$ cat src/hdl/cbr_pkg.sv
// cbr_pkg: shared types and constants of the cubic bisection root finder
`timescale 1ns / 1ps
`default_nettype none

package cbr_pkg;

    // precision register width, unsigned fixed point
    localparam int PREC_WIDTH = 31;

    // configuration register index
    localparam int CFG_INDEX_W = 3;
    typedef logic [CFG_INDEX_W-1:0] cfg_index_t;

    localparam cfg_index_t REG_COEF_CUBIC  = 3'd0;
    localparam cfg_index_t REG_COEF_SQUARE = 3'd1;
    localparam cfg_index_t REG_COEF_LINEAR = 3'd2;
    localparam cfg_index_t REG_COEF_CONST  = 3'd3;
    localparam cfg_index_t REG_PRECISION   = 3'd4;

    // iteration counter width, holds up to 63 steps
    localparam int STEP_W = 6;

    // which coefficient term is added after a horner product
    typedef logic [1:0] coef_sel_t;
    localparam coef_sel_t COEF_SEL_SQUARE = 2'd0;
    localparam coef_sel_t COEF_SEL_LINEAR = 2'd1;
    localparam coef_sel_t COEF_SEL_CONST  = 2'd2;

    // commands from controller to datapath
    typedef struct packed {
        logic      load;        // latch a new bracket
        logic      step_start;  // take midpoint, seed horner value with cubic coef
        logic      mul_bit;     // one shift-add step of the multiplier
        logic      mul_first;   // first (sign) bit of the multiplier
        logic      add_coef;    // add next shifted coefficient to the product
        coef_sel_t coef_sel;
        logic      decide;      // move a bracket end by the sign of p(mid)
        logic      publish;     // copy result into the output register
    } cmd_t;

    // status from datapath to controller
    typedef struct packed {
        logic cont;    // half width still at least the precision
        logic v_zero;  // polynomial value is exactly zero
    } status_t;

endpackage : cbr_pkg

`default_nettype wire

$ cat src/hdl/cbr_ifs.sv
// cbr_ifs: request and result channel interfaces
`timescale 1ns / 1ps
`default_nettype none

interface cbr_in_if #(
    parameter int X_WIDTH = 32
);
    logic                      valid;
    logic                      ready;
    logic signed [X_WIDTH-1:0] left_end;
    logic signed [X_WIDTH-1:0] right_end;

    modport source (output valid, output left_end, output right_end, input ready);
    modport sink   (input valid, input left_end, input right_end, output ready);
endinterface : cbr_in_if

interface cbr_out_if #(
    parameter int X_WIDTH = 32
);
    logic                      valid;
    logic                      ready;
    logic signed [X_WIDTH-1:0] root;
    logic                      exact_zero;
    logic [5:0]                iterations_done;

    modport source (output valid, output root, output exact_zero,
                    output iterations_done, input ready);
    modport sink   (input valid, input root, input exact_zero,
                    input iterations_done, output ready);
endinterface : cbr_out_if

`default_nettype wire

$ cat src/hdl/cubic_bisection_root_top.sv
// Cubic bisection root finder: a request carries a bracket [left_end, right_end] in signed
// fixed point with X_FRAC_BITS fraction bits; the block bisects it for a root of
// a*x^3 + b*x^2 + c*x + d, with the integer coefficients and the stopping precision held
// in configuration registers 0 to 4 (reset: all coefficients 0, precision 1). Each step
// evaluates the polynomial exactly at the floor midpoint and moves the left end on a
// negative value, the right end on a positive one, and stops with exact_zero on zero;
// steps continue while right - left is at least twice the precision. One request is
// worked on at a time. In each bisection step the three Horner products run through one
// shift-add multiplier at one bit a cycle. A request takes at most X_WIDTH steps. The
// result sits in an output register, so the next request is accepted while it waits to
// be taken.
`timescale 1ns / 1ps
`default_nettype none

module cubic_bisection_root_top #(
    parameter int X_WIDTH     = 32,
    parameter int X_FRAC_BITS = 16,
    parameter int COEF_WIDTH  = 16
) (
    input  wire logic                clk,
    input  wire logic                rst_n,
    cbr_in_if.sink                   bracket,
    cbr_out_if.source                result,
    input  wire logic                cfg_write,
    input  wire cbr_pkg::cfg_index_t cfg_index,
    input  wire logic [((COEF_WIDTH > cbr_pkg::PREC_WIDTH) ? COEF_WIDTH
                        : cbr_pkg::PREC_WIDTH)-1:0] cfg_data
);
    import cbr_pkg::*;

    // write data width: the widest register
    localparam int CFG_W = (COEF_WIDTH > PREC_WIDTH) ? COEF_WIDTH : PREC_WIDTH;

    logic signed [COEF_WIDTH-1:0] coef_cubic;
    logic signed [COEF_WIDTH-1:0] coef_square;
    logic signed [COEF_WIDTH-1:0] coef_linear;
    logic signed [COEF_WIDTH-1:0] coef_const;
    logic [PREC_WIDTH-1:0]        precision;
    cmd_t                         cmd;
    status_t                      sts;
    logic                         in_ready;
    logic                         out_valid;

    // configuration registers
    cbr_regs #(
        .COEF_WIDTH (COEF_WIDTH),
        .CFG_W      (CFG_W)
    ) u_regs (
        .clk         (clk),
        .rst_n       (rst_n),
        .cfg_write   (cfg_write),
        .cfg_index   (cfg_index),
        .cfg_data    (cfg_data),
        .coef_cubic  (coef_cubic),
        .coef_square (coef_square),
        .coef_linear (coef_linear),
        .coef_const  (coef_const),
        .precision   (precision)
    );

    // sequencer
    cbr_ctrl #(
        .X_WIDTH (X_WIDTH)
    ) u_ctrl (
        .clk       (clk),
        .rst_n     (rst_n),
        .in_valid  (bracket.valid),
        .in_ready  (in_ready),
        .out_valid (out_valid),
        .out_ready (result.ready),
        .cmd       (cmd),
        .sts       (sts)
    );

    // bracket and evaluation datapath
    cbr_dpath #(
        .X_WIDTH     (X_WIDTH),
        .X_FRAC_BITS (X_FRAC_BITS),
        .COEF_WIDTH  (COEF_WIDTH)
    ) u_dpath (
        .clk             (clk),
        .cmd             (cmd),
        .sts             (sts),
        .left_end        (bracket.left_end),
        .right_end       (bracket.right_end),
        .coef_cubic      (coef_cubic),
        .coef_square     (coef_square),
        .coef_linear     (coef_linear),
        .coef_const      (coef_const),
        .precision       (precision),
        .root            (result.root),
        .exact_zero      (result.exact_zero),
        .iterations_done (result.iterations_done)
    );

    assign bracket.ready = in_ready;
    assign result.valid  = out_valid;

endmodule : cubic_bisection_root_top

`default_nettype wire

$ cat src/hdl/cbr_regs.sv
// cbr_regs: configuration registers (coefficients and precision)
`timescale 1ns / 1ps
`default_nettype none

module cbr_regs #(
    parameter int COEF_WIDTH = 16,
    parameter int CFG_W      = 31
) (
    input  wire logic                           clk,
    input  wire logic                           rst_n,
    input  wire logic                           cfg_write,
    input  wire cbr_pkg::cfg_index_t            cfg_index,
    input  wire logic [CFG_W-1:0]               cfg_data,
    output logic signed [COEF_WIDTH-1:0]        coef_cubic,
    output logic signed [COEF_WIDTH-1:0]        coef_square,
    output logic signed [COEF_WIDTH-1:0]        coef_linear,
    output logic signed [COEF_WIDTH-1:0]        coef_const,
    output logic [cbr_pkg::PREC_WIDTH-1:0]      precision
);
    import cbr_pkg::*;

    logic [COEF_WIDTH-1:0] cubic_reg,  cubic_next;
    logic [COEF_WIDTH-1:0] square_reg, square_next;
    logic [COEF_WIDTH-1:0] linear_reg, linear_next;
    logic [COEF_WIDTH-1:0] const_reg,  const_next;
    logic [PREC_WIDTH-1:0] prec_reg,   prec_next;

    // register write decode, indexes past the list are dropped
    always_comb
    begin
        cubic_next  = cubic_reg;
        square_next = square_reg;
        linear_next = linear_reg;
        const_next  = const_reg;
        prec_next   = prec_reg;
        if (cfg_write)
        begin
            unique case (cfg_index)
                REG_COEF_CUBIC:  cubic_next  = cfg_data[COEF_WIDTH-1:0];
                REG_COEF_SQUARE: square_next = cfg_data[COEF_WIDTH-1:0];
                REG_COEF_LINEAR: linear_next = cfg_data[COEF_WIDTH-1:0];
                REG_COEF_CONST:  const_next  = cfg_data[COEF_WIDTH-1:0];
                REG_PRECISION:   prec_next   = cfg_data[PREC_WIDTH-1:0];
                default:         ;
            endcase
        end
    end

    always_ff @(posedge clk or negedge rst_n)
    begin
        if (!rst_n)
        begin
            cubic_reg  <= '0;
            square_reg <= '0;
            linear_reg <= '0;
            const_reg  <= '0;
            prec_reg   <= PREC_WIDTH'(1);
        end
        else
        begin
            cubic_reg  <= cubic_next;
            square_reg <= square_next;
            linear_reg <= linear_next;
            const_reg  <= const_next;
            prec_reg   <= prec_next;
        end
    end

    assign coef_cubic  = $signed(cubic_reg);
    assign coef_square = $signed(square_reg);
    assign coef_linear = $signed(linear_reg);
    assign coef_const  = $signed(const_reg);

    // a zero precision acts as the smallest step
    assign precision = (prec_reg == '0) ? PREC_WIDTH'(1) : prec_reg;

endmodule : cbr_regs

`default_nettype wire

$ cat src/hdl/cbr_dpath.sv
// cbr_dpath: bracket registers, bit-serial horner evaluator and result register
`timescale 1ns / 1ps
`default_nettype none

module cbr_dpath #(
    parameter int X_WIDTH     = 32,
    parameter int X_FRAC_BITS = 16,
    parameter int COEF_WIDTH  = 16
) (
    input  wire logic                           clk,
    input  wire cbr_pkg::cmd_t                  cmd,
    output cbr_pkg::status_t                    sts,
    input  wire logic signed [X_WIDTH-1:0]      left_end,
    input  wire logic signed [X_WIDTH-1:0]      right_end,
    input  wire logic signed [COEF_WIDTH-1:0]   coef_cubic,
    input  wire logic signed [COEF_WIDTH-1:0]   coef_square,
    input  wire logic signed [COEF_WIDTH-1:0]   coef_linear,
    input  wire logic signed [COEF_WIDTH-1:0]   coef_const,
    input  wire logic [cbr_pkg::PREC_WIDTH-1:0] precision,
    output logic signed [X_WIDTH-1:0]           root,
    output logic                                exact_zero,
    output logic [cbr_pkg::STEP_W-1:0]          iterations_done
);
    import cbr_pkg::*;

    // horner value bound: |p| * 2^(3F) stays below 2^(COEF_WIDTH + 3K)
    localparam int MAG_W  = (X_WIDTH > X_FRAC_BITS) ? X_WIDTH : X_FRAC_BITS + 1;
    localparam int ACC_W  = COEF_WIDTH + 3 * MAG_W + 4;
    localparam int SPAN_W = ((X_WIDTH > PREC_WIDTH) ? X_WIDTH : PREC_WIDTH) + 2;

    logic signed [X_WIDTH-1:0] lo_reg, lo_next;
    logic signed [X_WIDTH-1:0] hi_reg, hi_next;
    logic signed [X_WIDTH-1:0] mid_reg, mid_next;
    logic [X_WIDTH-1:0]        mshift_reg, mshift_next;
    logic signed [ACC_W-1:0]   v_reg, v_next;
    logic signed [ACC_W-1:0]   acc_reg, acc_next;
    logic [STEP_W-1:0]         steps_reg, steps_next;
    logic                      exact_reg, exact_next;
    logic signed [X_WIDTH-1:0] out_root_reg, out_root_next;
    logic                      out_exact_reg, out_exact_next;
    logic [STEP_W-1:0]         out_steps_reg, out_steps_next;

    logic signed [X_WIDTH:0]   pair_sum;
    logic signed [X_WIDTH-1:0] half;
    logic signed [SPAN_W-1:0]  span;
    logic signed [SPAN_W-1:0]  twice_eps;
    logic signed [ACC_W-1:0]   addend;
    logic signed [ACC_W-1:0]   base;
    logic signed [ACC_W-1:0]   product;
    logic signed [ACC_W-1:0]   term;
    logic                      v_neg;
    logic                      v_zero;

    // floor of the midpoint: arithmetic shift of the widened sum
    assign pair_sum = {lo_reg[X_WIDTH-1], lo_reg} + {hi_reg[X_WIDTH-1], hi_reg};
    assign half     = pair_sum[X_WIDTH:1];

    // loop test: right - left >= 2 * precision
    assign span = $signed({{(SPAN_W-X_WIDTH){hi_reg[X_WIDTH-1]}}, hi_reg})
                - $signed({{(SPAN_W-X_WIDTH){lo_reg[X_WIDTH-1]}}, lo_reg});
    assign twice_eps = $signed({{(SPAN_W-PREC_WIDTH-1){1'b0}}, precision, 1'b0});

    // shift-add multiplier, msb first, sign bit weighs negative
    assign addend  = mshift_reg[X_WIDTH-1] ? v_reg : '0;
    assign base    = cmd.mul_first ? '0 : {acc_reg[ACC_W-2:0], 1'b0};
    assign product = cmd.mul_first ? (base - addend) : (base + addend);

    // coefficient scaled to the product's fixed point
    always_comb
    begin
        unique case (cmd.coef_sel)
            COEF_SEL_SQUARE:
                term = $signed({{(ACC_W-COEF_WIDTH){coef_square[COEF_WIDTH-1]}},
                                coef_square}) <<< X_FRAC_BITS;
            COEF_SEL_LINEAR:
                term = $signed({{(ACC_W-COEF_WIDTH){coef_linear[COEF_WIDTH-1]}},
                                coef_linear}) <<< (2 * X_FRAC_BITS);
            COEF_SEL_CONST:
                term = $signed({{(ACC_W-COEF_WIDTH){coef_const[COEF_WIDTH-1]}},
                                coef_const}) <<< (3 * X_FRAC_BITS);
            default:
                term = '0;
        endcase
    end

    assign v_neg  = v_reg[ACC_W-1];
    assign v_zero = (v_reg == '0);

    // next-state of the datapath registers
    always_comb
    begin
        lo_next        = lo_reg;
        hi_next        = hi_reg;
        mid_next       = mid_reg;
        mshift_next    = mshift_reg;
        v_next         = v_reg;
        acc_next       = acc_reg;
        steps_next     = steps_reg;
        exact_next     = exact_reg;
        out_root_next  = out_root_reg;
        out_exact_next = out_exact_reg;
        out_steps_next = out_steps_reg;

        if (cmd.load)
        begin
            lo_next    = left_end;
            hi_next    = right_end;
            steps_next = '0;
            exact_next = 1'b0;
        end

        if (cmd.step_start)
        begin
            mid_next    = half;
            mshift_next = half;
            steps_next  = steps_reg + STEP_W'(1);
            v_next      = $signed({{(ACC_W-COEF_WIDTH){coef_cubic[COEF_WIDTH-1]}},
                                   coef_cubic});
        end

        if (cmd.mul_bit)
        begin
            acc_next    = product;
            mshift_next = {mshift_reg[X_WIDTH-2:0], 1'b0};
        end

        if (cmd.add_coef)
        begin
            v_next      = acc_reg + term;
            mshift_next = mid_reg;
        end

        if (cmd.decide)
        begin
            if (v_neg)
                lo_next = mid_reg;
            else if (!v_zero)
                hi_next = mid_reg;
            else
                exact_next = 1'b1;
        end

        // with no step taken the result is the input midpoint
        if (cmd.publish)
        begin
            out_root_next  = (steps_reg == '0) ? half : mid_reg;
            out_exact_next = exact_reg;
            out_steps_next = steps_reg;
        end
    end

    always_ff @(posedge clk)
    begin
        lo_reg        <= lo_next;
        hi_reg        <= hi_next;
        mid_reg       <= mid_next;
        mshift_reg    <= mshift_next;
        v_reg         <= v_next;
        acc_reg       <= acc_next;
        steps_reg     <= steps_next;
        exact_reg     <= exact_next;
        out_root_reg  <= out_root_next;
        out_exact_reg <= out_exact_next;
        out_steps_reg <= out_steps_next;
    end

    assign sts.cont   = (span >= twice_eps);
    assign sts.v_zero = v_zero;

    assign root            = out_root_reg;
    assign exact_zero      = out_exact_reg;
    assign iterations_done = out_steps_reg;

endmodule : cbr_dpath

`default_nettype wire

$ cat src/hdl/cbr_ctrl.sv
// cbr_ctrl: sequencer for bisection steps and the bit-serial horner passes
`timescale 1ns / 1ps
`default_nettype none

module cbr_ctrl #(
    parameter int X_WIDTH = 32
) (
    input  wire logic              clk,
    input  wire logic              rst_n,
    input  wire logic              in_valid,
    output logic                   in_ready,
    output logic                   out_valid,
    input  wire logic              out_ready,
    output cbr_pkg::cmd_t          cmd,
    input  wire cbr_pkg::status_t  sts
);
    import cbr_pkg::*;

    localparam int BIT_W = $clog2(X_WIDTH);
    localparam logic [BIT_W-1:0] BIT_TOP = BIT_W'(X_WIDTH - 1);

    localparam logic [2:0] S_IDLE   = 3'd0;
    localparam logic [2:0] S_CHECK  = 3'd1;
    localparam logic [2:0] S_MUL    = 3'd2;
    localparam logic [2:0] S_ADDC   = 3'd3;
    localparam logic [2:0] S_DECIDE = 3'd4;
    localparam logic [2:0] S_DONE   = 3'd5;

    logic [2:0]       state_reg, state_next;
    logic [BIT_W-1:0] bit_reg, bit_next;
    coef_sel_t        pass_reg, pass_next;
    logic             out_valid_reg, out_valid_next;

    // state transitions and datapath commands
    always_comb
    begin
        state_next = state_reg;
        bit_next   = bit_reg;
        pass_next  = pass_reg;
        cmd        = '0;
        in_ready   = 1'b0;

        unique case (state_reg)
            S_IDLE:
            begin
                in_ready = 1'b1;
                if (in_valid)
                begin
                    cmd.load   = 1'b1;
                    state_next = S_CHECK;
                end
            end
            S_CHECK:
            begin
                if (sts.cont)
                begin
                    cmd.step_start = 1'b1;
                    bit_next       = BIT_TOP;
                    pass_next      = COEF_SEL_SQUARE;
                    state_next     = S_MUL;
                end
                else
                begin
                    state_next = S_DONE;
                end
            end
            S_MUL:
            begin
                cmd.mul_bit   = 1'b1;
                cmd.mul_first = (bit_reg == BIT_TOP);
                if (bit_reg == '0)
                    state_next = S_ADDC;
                else
                    bit_next = bit_reg - BIT_W'(1);
            end
            S_ADDC:
            begin
                cmd.add_coef = 1'b1;
                cmd.coef_sel = pass_reg;
                if (pass_reg == COEF_SEL_CONST)
                begin
                    state_next = S_DECIDE;
                end
                else
                begin
                    pass_next  = pass_reg + 2'd1;
                    bit_next   = BIT_TOP;
                    state_next = S_MUL;
                end
            end
            S_DECIDE:
            begin
                cmd.decide = 1'b1;
                state_next = sts.v_zero ? S_DONE : S_CHECK;
            end
            S_DONE:
            begin
                if (!out_valid_reg || out_ready)
                begin
                    cmd.publish = 1'b1;
                    state_next  = S_IDLE;
                end
            end
            default:
            begin
                state_next = S_IDLE;
            end
        endcase
    end

    // result valid flag of the output register
    always_comb
    begin
        if (cmd.publish)
            out_valid_next = 1'b1;
        else if (out_ready)
            out_valid_next = 1'b0;
        else
            out_valid_next = out_valid_reg;
    end

    always_ff @(posedge clk or negedge rst_n)
    begin
        if (!rst_n)
        begin
            state_reg     <= S_IDLE;
            bit_reg       <= '0;
            pass_reg      <= COEF_SEL_SQUARE;
            out_valid_reg <= 1'b0;
        end
        else
        begin
            state_reg     <= state_next;
            bit_reg       <= bit_next;
            pass_reg      <= pass_next;
            out_valid_reg <= out_valid_next;
        end
    end

    assign out_valid = out_valid_reg;

endmodule : cbr_ctrl

`default_nettype wire

$ cat src/flat_wrapper.sv
// flat-port wrapper written by rule: the top's interface ports become plain ports
module cubic_bisection_root_top_flat import cbr_pkg::*;
#(
    parameter int X_WIDTH     = 32,
    parameter int X_FRAC_BITS = 16,
    parameter int COEF_WIDTH  = 16
)
  (clk, rst_n, cfg_write, cfg_index, cfg_data, bracket_valid, bracket_left_end, bracket_right_end, bracket_ready, result_valid, result_root, result_exact_zero, result_iterations_done, result_ready);
  cbr_in_if #(.X_WIDTH(X_WIDTH)) bracket_i ();
  cbr_out_if #(.X_WIDTH(X_WIDTH)) result_i ();
  input  wire logic clk;
  input  wire logic rst_n;
  input  wire logic cfg_write;
  input  wire cbr_pkg::cfg_index_t cfg_index;
  input  wire logic [((COEF_WIDTH > cbr_pkg::PREC_WIDTH) ? COEF_WIDTH
                        : cbr_pkg::PREC_WIDTH)-1:0] cfg_data;
  input wire logic [$bits(bracket_i.valid)-1:0] bracket_valid;
  input wire logic [$bits(bracket_i.left_end)-1:0] bracket_left_end;
  input wire logic [$bits(bracket_i.right_end)-1:0] bracket_right_end;
  output wire logic [$bits(bracket_i.ready)-1:0] bracket_ready;
  output wire logic [$bits(result_i.valid)-1:0] result_valid;
  output wire logic [$bits(result_i.root)-1:0] result_root;
  output wire logic [$bits(result_i.exact_zero)-1:0] result_exact_zero;
  output wire logic [$bits(result_i.iterations_done)-1:0] result_iterations_done;
  input wire logic [$bits(result_i.ready)-1:0] result_ready;
  assign bracket_i.valid = bracket_valid;
  assign bracket_i.left_end = bracket_left_end;
  assign bracket_i.right_end = bracket_right_end;
  assign bracket_ready = bracket_i.ready;
  assign result_valid = result_i.valid;
  assign result_root = result_i.root;
  assign result_exact_zero = result_i.exact_zero;
  assign result_iterations_done = result_i.iterations_done;
  assign result_i.ready = result_ready;
  cubic_bisection_root_top #(.X_WIDTH(X_WIDTH), .X_FRAC_BITS(X_FRAC_BITS), .COEF_WIDTH(COEF_WIDTH)) u_core (.clk(clk), .rst_n(rst_n), .bracket(bracket_i), .result(result_i), .cfg_write(cfg_write), .cfg_index(cfg_index), .cfg_data(cfg_data));
endmodule
$ cat config.mk
export PLATFORM = sky130hd
export DESIGN_NAME = cubic_bisection_root_top_flat
export DESIGN_NICKNAME = d
export VERILOG_FILES = /design/src/hdl/cbr_pkg.sv /design/src/hdl/cbr_ifs.sv /design/src/hdl/cubic_bisection_root_top.sv /design/src/hdl/cbr_regs.sv /design/src/hdl/cbr_dpath.sv /design/src/hdl/cbr_ctrl.sv /design/src/flat_wrapper.sv
export SDC_FILE = /design/constraint.sdc
export NUM_CORES = 2
export LEC_CHECK = 0
export BUFFER_PORTS_ARGS = -buffer_cell sky130_fd_sc_hd__buf_2
export CORE_UTILIZATION = 39
export DETAILED_ROUTE_END_ITERATION = 10
export PLACE_DENSITY = 0.62
export RECOVER_POWER = 25
export SLEW_MARGIN = 0
export SYNTH_ARGS = -nofsm -noshare
export SYNTH_HDL_FRONTEND = slang
export SYNTH_SLANG_ARGS = --single-unit
$ cat constraint.sdc
create_clock -name clk -period 27.5 [get_ports clk]
set_input_delay 1.375 -clock clk [delete_from_list [all_inputs] [get_ports clk]]
set_output_delay 1.375 -clock clk [all_outputs]
set_load 0.1 [all_outputs]
==> metrics <==
status=complete, but fails checks; failing checks=capacitance limit, slew limit; vias in the first global route=35,200; max-slew violations=373; Final Hold Viols=0; CP max FO=59; root buffer cell=clkbuf_16; post-layout min period=10,230 ps; GRT Total Usage=25.9%; Antenna Nets Post-Route=0; crit path DAT=10,600 ps; worst hold slack=439 ps; Core Region=103,000 sq um; vias per inst=5.89; CTS Buf Count=61; gpl congestion=0.978; Clock Skew=57.8 ps; Worst slew margin=-188%; Mapped Nets=5,238; Most used DFF post-synth=edfxtp_1; largest net degree at the start of global routing=155; io pins=144; Yosys reg bits=512; Final nets=5,229; Synth Warn #=0; Slew @ Worst Pin=4320 ps; total negative slack=0 ps; router iterations before antenna repair=5; critical path capture point type=flip-flop; vias=36,700; total of max-cap violations=7; count of cell types in the netlist=98; final setup fails=0; CTS tree=built; setup bufs post-CTS=0; Area growth, synth to finish=9.33%; Mapped Avg Cell Area=8.45 sq um; worst hold path type=flip-flop to flip-flop; Post-synth EDFFs=341; sequential area share after synthesis=34.9%; Final Cycle Share=37.2%; Initial Util=39.3%; Die Y=325 um; cell count after synthesis=4,816; DRT iter0 DRCs=3,490; RSZ-0062 raised after global routing=no; Reg clk slew, reported paths=60 ps; clk buf depth=3; drt total wl=141 mm; H-tree Lvls=2; FP Rows=118; share of cells above drive strength 1=8.44%; critical path type=flip-flop to flip-flop; fmax=97.7 MHz; Sink Count=512; Die Area=106,000 sq um; Critical Path RT=27,870 ps; die width=325 um; # resized after CTS=0; Avg WL per Cell=22.5 um; first-pass GRT wire length=214 mm; Setup crit start kind=flip-flop; DPL Wire Length=107 mm; hold buffers post-CTS=0; Async SR Flop Fraction=20.7%; synthesized area=40,700 sq um; PortBufs=143; clk_lat worst skew=710 ps; # DRC=0; grt total ovfl=0; initial antenna violation count=4
-- critical path, cell delays in order (launching register included) --
cell	delay, ps
dfrtp_2	380
clkbuf_1	2420
and2_2	470
clkbuf_1	1520
and3_1	750
a21o_2	230
buf_4	490
ha_1	440
a21oi_1	240
o21bai_1	90
a21oi_1	250
nand2_1	110
nor4_1	180
a21boi_1	360
o22ai_1	210
o31ai_1	760
nor3_1	160
or3b_2	520
xnor2_1	170
o21ai_0	110
-- per-stage QoR --
stage | instances | area, sq um | utilization [%] | setup WS [ps]
floorplan | 4816 | 40700 | - | 16920
global placement | 6124 | 42500 | 41.1 | 19950
detailed placement | 6124 | 42500 | 41.1 | 19850
CTS | 6237 | 44600 | 43.1 | 19760
global route | 6237 | 44500 | 43.0 | 16840
finish | 6238 | 44500 | 43.0 | 17270
-- final timing paths --
check	cells after the start	to	start	slack, ps
worst max-delay path	19	u_core.u_dpath.v_reg[107]	u_core.u_ctrl.state_reg[0]	17270
worst min-delay path	0	u_core.u_dpath.exact_zero	u_core.u_dpath.exact_reg	440
min in group asynchronous	1	u_core.u_regs.coef_square[1]	rst_n	1320
worst max register to register	19	u_core.u_dpath.v_reg[107]	u_core.u_ctrl.state_reg[0]	17270
max in group asynchronous	2	u_core.u_ctrl.state_reg[0]	rst_n	21600
worst min register to register	0	u_core.u_dpath.exact_zero	u_core.u_dpath.exact_reg	440
-- kinds of logic (layout without fill, tap and decap cells) --
family          Yosys count  in the layout  share of synthesized area, %
compound gates         1496           1496                          22.3
xor+xnor                345            345                          7.42
simple gates           1570           1570                          18.2
flops                   512            512                          34.9
other cells               0              1                             0
fa+ha+maj               319            319                          9.88
buf+inv                 466            507                          4.39
mux                     108            108                          2.93
-- area by class of cell --
| class | count | area, sq um |
|---|---|---|
| Timing Repair Buffer | 180 | 972 |
| Tap cell | 1380 | 1730 |
| Multi-Input combinational cell | 3838 | 24800 |
| Sequential cell | 512 | 14200 |
| Inverter | 214 | 803 |
| Clock buffer | 80 | 1670 |
| Fill cell | 10300 | 59000 |
| Clock inverter | 33 | 352 |
| Antenna cell | 1 | 2.50 |
-- cell usage in the layout, fill, tap and decap left out, types with 20 or more instances in the layout --
| cell | n |
|---|---|
| nand2_1 | 584 |
| a21oi_1 | 488 |
| o21ai_0 | 411 |
| nor2_1 | 361 |
| edfxtp_1 | 341 |
| ha_1 | 315 |
| inv_1 | 213 |
| xnor2_1 | 208 |
| buf_2 | 140 |
| a21o_1 | 139 |
| xor2_1 | 137 |
| and2_1 | 123 |
| dfrtp_1 | 104 |
| nand4_1 | 100 |
| mux2_2 | 87 |
| o21bai_1 | 83 |
| a31oi_1 | 78 |
| nor3_1 | 75 |
| nand3_1 | 65 |
| dfxtp_1 | 65 |
| clkbuf_16 | 63 |
| nor2b_1 | 61 |
| nor4_1 | 43 |
| o31ai_1 | 41 |
| o21a_1 | 34 |
| a211oi_1 | 29 |
| o211ai_1 | 28 |
| buf_4 | 28 |
| nand2b_1 | 26 |
| or3_1 | 26 |
| and3_1 | 26 |
| clkbuf_1 | 25 |
| mux2i_1 | 20 |
-- Yosys cell counts (105+ instances only) --
library cell	n	area share (%)
ha_1	315	9.7
dfrtp_1	105	6.5
and2_1	125	1.9
inv_1	213	2.0
o21ai_0	411	5.1
nand2_1	588	5.4
a21o_1	140	2.6
xnor2_1	208	4.5
xor2_1	137	2.9
nor2_1	364	3.4
edfxtp_1	341	25
clkbuf_1	235	2.2
a21oi_1	488	6.0
-- layer usage --
metal  track usage, %  routed length (um)  vias to the layer above  part of all wire (%)
li1                 -                   -                    17400                     -
met3             4.35               10300                      271                   7.3
met1             34.9               60600                    17600                    43
met2             40.5               62700                     1435                    45
met5                0                  26                        -                 0.018
met4             12.0                6880                        4                   4.9
Power is left out: the tool's default activity adds up to more than one toggle a clock period on the data nets, which glitch-free logic cannot reach.
